File: src/rtl/core/sag_pkg.sv
// Shared types and constants for the sag limiter with moving-sum envelope.
// Holds controller state, command/status structs and fixed field widths.
// No dependencies.
`default_nettype none

package sag_pkg;

    // Default geometry, handed down from the top level
    localparam int DEF_RING_DEPTH  = 16385;
    localparam int DEF_SAMPLE_BITS = 24;

    // Configuration port
    localparam int CFG_IDX_W  = 1;
    localparam int CFG_DATA_W = 16;
    localparam logic [CFG_IDX_W-1:0] CFG_WINDOW_LENGTH = 1'd0;
    localparam logic [CFG_IDX_W-1:0] CFG_WET_MIX       = 1'd1;

    // Register widths
    localparam int WIN_W = 15;
    localparam int MIX_W = 16;
    localparam int MIX_FRAC = 14;
    localparam logic signed [MIX_W-1:0] MIX_POS = 16'sd16384;
    localparam logic signed [MIX_W-1:0] MIX_NEG = -16'sd16384;

    // Square root of the window, 16 fractional bits: sqrt(W << 32)
    localparam int ROOT_SHIFT = 32;
    localparam int ROOT_W     = 24;
    localparam int ROOT_STEPS = ROOT_W;

    // Gain: unsigned, 23 fractional bits; divisor carries the sum << 16
    localparam int GAIN_BITS = 23;
    localparam int GAIN_W    = GAIN_BITS + 1;
    localparam int DEN_SHIFT = 16;

    localparam int STEP_W = 5;

    typedef enum logic [3:0] {
        ST_CLEAR,
        ST_IDLE,
        ST_WRITE,
        ST_READ,
        ST_SUM,
        ST_CHECK,
        ST_ROOT,
        ST_DIVLOAD,
        ST_DIV,
        ST_MUL,
        ST_SAG,
        ST_MIX,
        ST_OUT
    } sag_state_t;

    typedef struct packed {
        logic clear_wr;
        logic capture;
        logic ring_wr;
        logic ring_rd;
        logic sum_upd;
        logic check;
        logic root_load;
        logic root_step;
        logic div_load;
        logic div_step;
        logic mul;
        logic sag;
        logic mix;
        logic out_load;
    } sag_cmd_t;

    typedef struct packed {
        logic clear_last;
        logic sum_zero;
        logic root_ok;
        logic gain_sat;
    } sag_stat_t;

endpackage

`default_nettype wire

File: src/rtl/core/sag_ctrl.sv
// Controller: sequences clear pass, ring update, root, division and mixing.
// Depends on sag_pkg; talks to sag_dp through command and status structs.
`default_nettype none

module sag_ctrl import sag_pkg::*; (
    input  wire logic      aclk,
    input  wire logic      aresetn,
    input  wire logic      s_valid,
    output logic           s_ready,
    output logic           m_valid,
    input  wire logic      m_ready,
    input  wire sag_stat_t stat,
    output sag_cmd_t       cmd
);

    sag_state_t        state_reg, state_next;
    logic [STEP_W-1:0] step_reg, step_next;
    logic              m_valid_reg, m_valid_next;
    logic              step_last;
    logic              out_free;

    assign step_last = (step_reg == '0);
    assign out_free  = !m_valid_reg || m_ready;

    // Next state
    always_comb begin
        state_next = state_reg;
        unique case (state_reg)
            ST_CLEAR:   if (stat.clear_last) state_next = ST_IDLE;
            ST_IDLE:    if (s_valid) state_next = ST_WRITE;
            ST_WRITE:   state_next = ST_READ;
            ST_READ:    state_next = ST_SUM;
            ST_SUM:     state_next = ST_CHECK;
            ST_CHECK: begin
                priority if (stat.sum_zero) state_next = ST_MUL;
                else if (!stat.root_ok)     state_next = ST_ROOT;
                else                        state_next = ST_DIVLOAD;
            end
            ST_ROOT:    if (step_last) state_next = ST_DIVLOAD;
            ST_DIVLOAD: state_next = stat.gain_sat ? ST_MUL : ST_DIV;
            ST_DIV:     if (step_last) state_next = ST_MUL;
            ST_MUL:     state_next = ST_SAG;
            ST_SAG:     state_next = ST_MIX;
            ST_MIX:     state_next = ST_OUT;
            ST_OUT:     if (out_free) state_next = ST_IDLE;
            default:    state_next = ST_CLEAR;
        endcase
    end

    // Commands
    always_comb begin
        cmd     = '0;
        s_ready = 1'b0;
        unique case (state_reg)
            ST_CLEAR:   cmd.clear_wr = 1'b1;
            ST_IDLE: begin
                s_ready     = 1'b1;
                cmd.capture = s_valid;
            end
            ST_WRITE:   cmd.ring_wr = 1'b1;
            ST_READ:    cmd.ring_rd = 1'b1;
            ST_SUM:     cmd.sum_upd = 1'b1;
            ST_CHECK: begin
                cmd.check     = 1'b1;
                cmd.root_load = !stat.sum_zero && !stat.root_ok;
            end
            ST_ROOT:    cmd.root_step = 1'b1;
            ST_DIVLOAD: cmd.div_load = 1'b1;
            ST_DIV:     cmd.div_step = 1'b1;
            ST_MUL:     cmd.mul = 1'b1;
            ST_SAG:     cmd.sag = 1'b1;
            ST_MIX:     cmd.mix = 1'b1;
            ST_OUT:     cmd.out_load = out_free;
            default:    cmd = '0;
        endcase
    end

    // Iteration counter and output valid
    always_comb begin
        priority if (cmd.root_load) begin
            step_next = STEP_W'(ROOT_STEPS - 1);
        end else if (cmd.div_load) begin
            step_next = STEP_W'(GAIN_BITS - 1);
        end else if (cmd.root_step || cmd.div_step) begin
            step_next = step_reg - 1'b1;
        end else begin
            step_next = step_reg;
        end

        priority if (cmd.out_load) begin
            m_valid_next = 1'b1;
        end else if (m_ready) begin
            m_valid_next = 1'b0;
        end else begin
            m_valid_next = m_valid_reg;
        end
    end

    always_ff @(posedge aclk) begin
        if (!aresetn) begin
            state_reg   <= ST_CLEAR;
            step_reg    <= '0;
            m_valid_reg <= 1'b0;
        end else begin
            state_reg   <= state_next;
            step_reg    <= step_next;
            m_valid_reg <= m_valid_next;
        end
    end

    assign m_valid = m_valid_reg;

endmodule

`default_nettype wire
File: config.mk
export PLATFORM = sky130hd
export DESIGN_NAME = sag_ctrl
export DESIGN_NICKNAME = d
export VERILOG_FILES = /design/src/rtl/core/sag_pkg.sv /design/src/rtl/core/sag_ctrl.sv
export SDC_FILE = /design/constraint.sdc
export NUM_CORES = 1
export LEC_CHECK = 0
export BUFFER_PORTS_ARGS = -buffer_cell sky130_fd_sc_hd__buf_4
export CORE_MARGIN = 2
export CORE_UTILIZATION = 52
export DETAILED_ROUTE_END_ITERATION = 16
export GPL_TIMING_DRIVEN = 0
export PLACE_DENSITY_LB_ADDON = 0.1
export SYNTH_ARGS = -nofsm -noshare
export SYNTH_HDL_FRONTEND = slang
export SYNTH_SLANG_ARGS = --single-unit
File: constraint.sdc
create_clock -name aclk -period 2.7 [get_ports aclk]
set_input_delay 0.54 -clock aclk [delete_from_list [all_inputs] [get_ports aclk]]
set_output_delay 0.54 -clock aclk [all_outputs]
set_load 0.01 [all_outputs]
Yosys cells after proc, flatten, opt, wreduce, memory -nomap -nowiden
Index checks and enable logic that the tools add are counted.

storage, ports and cells
  bits in registers = 10
  output and inout bits = 16

operators by class
  add/subtract/negate cells = 1
  equal/unequal tests = 17
  muxes and demuxes = 28
  bitwise operators = 1
  reduce and logical (&&, ||, !) cells = 12

operator list
  cell                                                                    count
  4-bit case mux with 13 select lines                                     1
  4-bit 2-to-1 mux                                                        6
  4-bit equality test (second input constant)                             5
  1-bit 2-to-1 mux                                                        17
  4-bit by 3-bit equality test with 1-bit output (second input constant)  4
  5-bit 2-to-1 mux                                                        3
  2-bit != test (second input constant)                                   5
  4-bit by 2-bit equality test with 1-bit output (second input constant)  2
  5-bit zero test                                                         1
  5-bit AND reduction                                                     1
  5-bit by 1-bit subtractor with 5-bit output (second input constant)     1
  4-bit by 1-bit equality test with 1-bit output (second input constant)  1
  4-bit zero test                                                         1
  1-bit zero test                                                         3
  3-bit nonzero test                                                      1
  3-bit OR reduction                                                      1
  1-bit logical OR                                                        2
  2-bit 2-to-1 mux                                                        1
  2-bit nonzero test                                                      1
  1-bit logical AND                                                       1
  1-bit NOT                                                               1

Logic depth before layout (Yosys ltp)
Gate-level depths: netlist (run 1).

  depth after elaboration = 6
  depth in mapped cells = 6

Least setup slack after synthesis (run 1)
Ideal clock, no wire load.

  path kind = reg-to-output
  from = reg state_reg[3]
  to = out cmd[12] (netlist bit)
  data arrival time = 1.239 ns
  path slack = 0.921 ns
  stages on the path, launching flop included = 5
  path through = dfxtp_1 -> clkbuf_1 -> nand2b_1 -> nor3_1 -> and2_1

RTL lines
  what                    line             RTL
  from (decl)             sag_ctrl.sv:16   sag_state_t state_reg, state_next;
  from (signal assigned)  sag_ctrl.sv:105  state_reg <= state_next;
  to (decl)               sag_ctrl.sv:13   output sag_cmd_t cmd

==> impl_summary.txt, run 1 <==
----------------------------------------------------
[Run]
  Count of max-cap constraint violations ... 0

[Floorplan]
  Number of top-level pins ... 24
  Core Rows ... 13
  Initial standard-cell utilization of the core ... 55.7%
  Height of the die ... 41.3 um
  Placeable Area ... 0.00130 mm2
  Die footprint ... 0.00171 mm2
  Die span in x ... 41.3 um

[Synth]
  Top post-synthesis cells by count ... 12 x nand2_1, 10 x dfxtp_1, 8 x nor2_1, 8 x nor3_1, 5 x inv_1
  Most used flip-flop cell after synthesis ... dfxtp_1
  Dominant cells by area after synthesis ... dfxtp_1 28%, nand2_1 6.2%, nor3_1 5.5%, nor2_1 4.1%, nor4b_4 3.3%
  Gate Count Post-Synth ... 97
  Flip-flop and latch count after synthesis ... 10
  Post-synthesis cell area ... 724 um2
  Post-synthesis average cell area ... 7.47 um2
  Share of flip-flops with an asynchronous set or reset ... 0%
  Sequential element share of the synthesized area ... 27.6%
  Count of flip-flops with a built-in enable after synthesis ... 0
  Most numerous cell in the Yosys netlist ... nand2_1
  Net Count, Synth ... 106
  Yosys Warn Count ... 0
  Library cell occupying the most area in the post-synthesis netlist ... dfxtp_1
  Synth unique cells ... 41
  Synth top area share ... 27.6%

[Power]
  Total power consumption of the routed design ... 394 uW
  Pwr Density ... 423 mW/mm2
  Worst-case vdd ir drop ... 0.237 mV
  Static leakage ... 0.000394 uW

[Clock network]
  Deepest clock path buffer count ... 2
  Setup repair bufs after CTS ... 0
  Post-CTS Resized ... 0
  Post-cts hold buffer count ... 0
  Num CTS Buffers ... 3
  TritonCTS clock tree ... built
  CTS sink cnt ... 10
  Clock Latency Late Sink ... 0.27 ns
  Clock root buffer ... clkbuf_4
  Reg clk slew, reported paths ... 0.07 ns
  H-tree lvl count ... 1

[Critical path]
  Required arrival time at the worst endpoint ... 2.16 ns
  Cell with the biggest individual delay on the critical path ... dfxtp_1
  Delay of the slowest cell on the worst path ... 0.48 ns
  Kind of end point of the critical path ... primary output
  Critical Path Fanout Max ... 10
  Critical-path cell list ... clkbuf_1, nor3_1, and2_1, buf_4
  Nature of the critical path startpoint ... flip-flop
  Crit path kind ... flip-flop to primary output
  Data arrival time at the worst-slack endpoint ... 1.60 ns

[Place]
  Total half-perimeter wirelength after legalization and detailed placement ... 1.36 mm
  Area post-placement ... 908 um2
  Count of input and output buffers ... 22
  Placer congestion estimate ... 0.896

[STA]
  Fin Clk Skew ... 0.00652 ns
  Total Negative Setup Slacks ... 0 ns
  Worst slew margin relative to its limit ... 69.2%
  Number of failing setup endpoints in the final timing report ... 0
  Achievable clock frequency ... 0.466 GHz
  Minimum period implied by the final worst setup slack ... 2.14 ns
  Final cycle utilization of the critical path ... 79.4%
  Total count of max-transition violations in the final report ... 0
  Final number of hold-violating endpoints ... 0
  Least-Margin Pin Slew ... 0.460 ns
  Unrepaired setup endpoints after global routing ... no

[Final layout]
  Flip-flop count of the largest register, all copies and words added ... 5
  Final antenna diode count ... 0
  Net total in the final layout ... 133
  Share of cells above drive strength 1 ... 27.9%
  Synth-to-Final Area Change ... 28.5%
  Post-layout instance area ... 931 um2

[Route]
  Final WL ... 1.75 mm
  Post-route antenna net violation count ... 0
  Routed WL per cell ... 12.8 um
  Number of design rule violations left after detail routing ... 0
  First-pass DRT Iterations ... 5
  Number of vias after detailed routing ... 782
  First-iteration detailed-routing DRC count ... 25
  Routed vias/inst ... 5.71

[Global routing]
  Pin count of the biggest net entering global routing ... 11
  Global-route wire length before repair ... 2.54 mm
  Number of global-route vias before repair ... 609
  Overall fraction of global-route tracks in use ... 23.1%
  Total global routing overflow ... 0
  Antenna violations before repair ... 0

[Run status]
  Outcome ... completed

[Hold path]
  Hold/Removal Path Class ... flip-flop to flip-flop

----------------------------------------------------
==> final cells by class <==
| type | instances | area (um2) |
|---|---|---|
| multi-input combinational | 74 | 468 |
| fill | 125 | 370 |
| sequential | 10 | 200 |
| timing repair buffer | 22 | 165 |
| buffer | 7 | 33.8 |
| clock buffer | 3 | 22.5 |
| inverter | 6 | 22.5 |
| tap | 15 | 18.8 |
==> through the flow <==
stage | cells | util [%] | hold WS (ns) | setup WS (ns)
global placement | 134 | 69.8 | 0.488 | 0.866
global route | 137 | 71.5 | 0.537 | 0.440
detailed placement | 134 | 69.8 | 0.495 | 0.875
floorplan | 97 | - | 0.467 | 0.921
finish | 137 | 71.5 | 0.498 | 0.556
CTS | 137 | 71.5 | 0.503 | 0.581
==> kinds of logic (layout without fill, tap and decap cells) <==
group,count (synthesis),after routing,synth area share [%]
AND/OR/NAND/NOR,47,47,37.1
XOR/XNOR,4,4,4.84
multiplexers,2,2,2.76
flip-flops,10,10,27.6
AO/OA/AOI/OAI,20,20,18.1
buffers and inverters,13,38,7.77
adder cells (fa/ha/maj),1,1,1.73
==> path summary, 6_finish.rpt <==
path | startpoint | endpoint | slack, ns | cells after the start
worst max-delay path | state_reg[1] | cmd[12] | 0.56 | 4
worst min register to register | step_reg[1] | step_reg[1] | 0.50 | 2
worst max register to register | step_reg[0] | state_reg[0] | 1.00 | 6
worst min-delay path | step_reg[1] | step_reg[1] | 0.50 | 2
==> layout by cell type, fill, tap and decap left out, drive strengths merged, types with 2 or more instances in the layout <==
cell type,instances
xnor2,2
clkbuf,5
nor2,9
nor3,8
dfxtp,10
nand3b,2
nand2b,3
buf,27
a31oi,2
nand3,2
a21oi,3
nand2,12
xor2,2
inv,6
o21ai,6
o31ai,2
nor2b,3
mux2i,2
==> critical path: cells and delay by family (launching register included) <==
family        cells  cell delay (ns)
simple gates      2             0.34
flops             1             0.48
buf+inv           2             0.51
==> metal layers <==
metal | track usage (%) | share of wire [%] | up-vias
li1 | - | - | 389
met1 | 24.6 | 42 | 359
met2 | 41.8 | 50 | 26
met3 | 5.32 | 5.8 | 8
met4 | 12.1 | 2.5 | 0
met5 | 0 | 0 | -
==> power breakdown <==
group,switching [uW],internal [uW]
registers,12.2,155
logic,69.1,54.8
clock network,51.7,51.5
Note: power is estimated with default switching activity, not from simulation.
==> run 2: changes to the inputs <==
- CORE_UTILIZATION: 52 -> 48
- clock period: 2.7 -> 2.1 ns (I/O delays scaled with it)
==> impl_summary.txt, run 2 (synthesis gave the netlist of run 1 again) <==
----------------------------------------------------
[Clock network]
  TritonCTS clock tree ... built (unchanged)
  Post-cts hold buffer count ... 0 (unchanged)
  Deepest clock path buffer count ... 2 (unchanged)
  Num CTS Buffers ... 3 (unchanged)
  Reg clk slew, reported paths ... 0.06 ns (was 0.07 ns)
  H-tree lvl count ... 1 (unchanged)
  CTS sink cnt ... 10 (unchanged)
  Setup repair bufs after CTS ... 0 (unchanged)
  Clock Latency Late Sink ... 0.26 ns (was 0.27 ns)
  Post-CTS Resized ... 0 (unchanged)
  Clock root buffer ... clkbuf_4 (unchanged)

[Place]
  Area post-placement ... 910 um2 (was 908 um2)
  Count of input and output buffers ... 22 (unchanged)
  Placer congestion estimate ... 0.889 (was 0.896)
  Total half-perimeter wirelength after legalization and detailed placement ... 1.33 mm (was 1.36 mm)

[Route]
  First-pass DRT Iterations ... 5 (unchanged)
  Routed vias/inst ... 5.73 (was 5.71)
  Post-route antenna net violation count ... 0 (unchanged)
  Routed WL per cell ... 12.8 um (about the same)
  Number of vias after detailed routing ... 791 (was 782)
  Number of design rule violations left after detail routing ... 0 (unchanged)
  Final WL ... 1.77 mm (was 1.75 mm)
  First-iteration detailed-routing DRC count ... 14 (was 25)

[Final layout]
  Layout Utilization ... 64.5% (was 71.5%)
  Count of filler cells inserted in the layout ... 137 (was 125)
  Post-layout instance area ... 938 um2 (was 931 um2)
  Most common cell after layout, fill and taps aside ... buf_4 (unchanged)
  Net total in the final layout ... 133 (unchanged)
  Highest-count cells in the layout ignoring fill and taps ... 23 x buf_4, 12 x nand2_1, 10 x dfxtp_1 (unchanged)
  Final antenna diode count ... 0 (unchanged)
  Synth-to-Final Area Change ... 29.5% (was 28.5%)
  Share of cells above drive strength 1 ... 29.5% (was 27.9%)
  Flip-flop count of the largest register, all copies and words added ... 5 (unchanged)

[Global routing]
  Antenna violations before repair ... 0 (unchanged)
  Pin count of the biggest net entering global routing ... 11 (unchanged)
  Global-route wire length before repair ... 2.85 mm (was 2.54 mm)
  Total global routing overflow ... 0 (unchanged)
  Number of global-route vias before repair ... 645 (was 609)
  Overall fraction of global-route tracks in use ... 20.1% (was 23.1%)

[Power]
  Clock power frac ... 25.2% (was 26.2%)
  Pwr Density ... 536 mW/mm2 (was 423 mW/mm2)
  Static leakage ... 0.000401 uW (was 0.000394 uW)
  Switching share of power ... 33.1% (was 33.8%)
  Switching component of the power ... 167 uW (was 133 uW)
  Part of the total power dissipated in sequential elements ... 42.6% (was 42.4%)
  Worst-case vdd ir drop ... 0.362 mV (was 0.237 mV)
  Combinational group share of total power ... 32.2% (was 31.4%)
  P_int ... 336 uW (was 261 uW)

[Floorplan]
  Number of top-level pins ... 24 (unchanged)
  Die span in x ... 42.9 um (was 41.3 um)
  Die footprint ... 0.00184 mm2 (was 0.00171 mm2)
  Initial standard-cell utilization of the core ... 49.8% (was 55.7%)
  Core Rows ... 14 (was 13)
  Height of the die ... 42.9 um (was 41.3 um)
  Placeable Area ... 0.00145 mm2 (was 0.00130 mm2)

[Run]
  Count of max-cap constraint violations ... 0 (unchanged)

[STA]
  Total Negative Setup Slacks ... 0 ns (unchanged)
  Least-Margin Pin Slew ... 0.475 ns (was 0.460 ns)
  Fin Clk Skew ... 0.00161 ns (was 0.00652 ns)
  Total count of max-transition violations in the final report ... 0 (unchanged)
  Minimum period implied by the final worst setup slack ... 1.98 ns
  Unrepaired setup endpoints after global routing ... no (unchanged)
  Final number of hold-violating endpoints ... 0 (unchanged)
  Worst slew margin relative to its limit ... 68.2% (was 69.2%)
  Achievable clock frequency ... 0.504 GHz
  Number of failing setup endpoints in the final timing report ... 0 (unchanged)
  Final cycle utilization of the critical path ... 94.5%

[Critical path]
  Nature of the critical path startpoint ... flip-flop (unchanged)
  Kind of end point of the critical path ... primary output (unchanged)
  Required arrival time at the worst endpoint ... 1.68 ns (was 2.16 ns)
  Crit path kind ... flip-flop to primary output (unchanged)
  Data arrival time at the worst-slack endpoint ... 1.56 ns (was 1.60 ns)
  Critical Path Fanout Max ... 10 (unchanged)

[Hold path]
  Hold/Removal Path Class ... primary input to flip-flop (was flip-flop to flip-flop)

[Run status]
  Outcome ... completed (unchanged)

----------------------------------------------------
[run 2: cell counts in the layout (fill, tap and decap cells not counted)]
Identical to the previous run, type by type.
[run 2: path summary, 6_finish.rpt]
check | start | endpoint | slack (ns) | cells after the start
min | s_valid | state_reg[0] | 0.44 | 3
max | state_reg[1] | cmd[12] | 0.12 | 4
min reg2reg | step_reg[1] | step_reg[1] | 0.51 | 2
max reg2reg | step_reg[0] | state_reg[0] | 0.45 | 6
[run 2: per-layer routing]
| layer | up-vias | global-route usage [%] | share of wire, % | routed length (um) |
|---|---|---|---|---|
| met5 | - | 0 | 0 | 0 |
| met4 | 0 | 7.50 | 1.1 | 19 |
| met3 | 5 | 5.11 | 4.5 | 80 |
| met2 | 25 | 30.3 | 45 | 798 |
| met1 | 368 | 27.3 | 49 | 871 |
| li1 | 393 | - | - | - |
[run 2: area by class of cell]
| cell class | count | area (um2) | area share (%) |
|---|---|---|---|
| plain buffers | 7 | 35.0 | 3.73 |
| clock buffers | 3 | 22.5 | 2.40 |
| inverters | 6 | 22.5 | 2.40 |
| multi-input cells | 74 | 473 | 50.4 |
| flip-flops and latches | 10 | 200 | 21.3 |
| well taps | 16 | 20.0 | 2.13 |
| repair buffers | 22 | 165 | 17.6 |
[run 2: worst max-delay path, cell delays in order (launching register included)]
cell and delay (ns):
dfxtp_1 0.50, clkbuf_1 0.38, nor3_2 0.12, and2_1 0.17
buf_4 0.13
[run 2: power by group through the flow]
stage	clock network [uW]	registers, uW	logic (uW)
after CTS	128	214	159
after detailed placement	0	218	158
after floorplan	0	215	103
after global routing	137	216	176
final	127	214	162
after global placement	0	219	156
[run 2: per-stage QoR]
step           hold slack (ns)  cells  setup slack, ns  total power [uW]
3_3_place_gp             0.485    135            0.372               375
4_1_cts                  0.447    138           0.0908               501
2_1_floorplan            0.467     97            0.441               318
3_5_place_dp             0.509    135            0.383               376
5_1_grt                  0.451    138           0.0346               529
6_report                 0.444    138            0.116               503
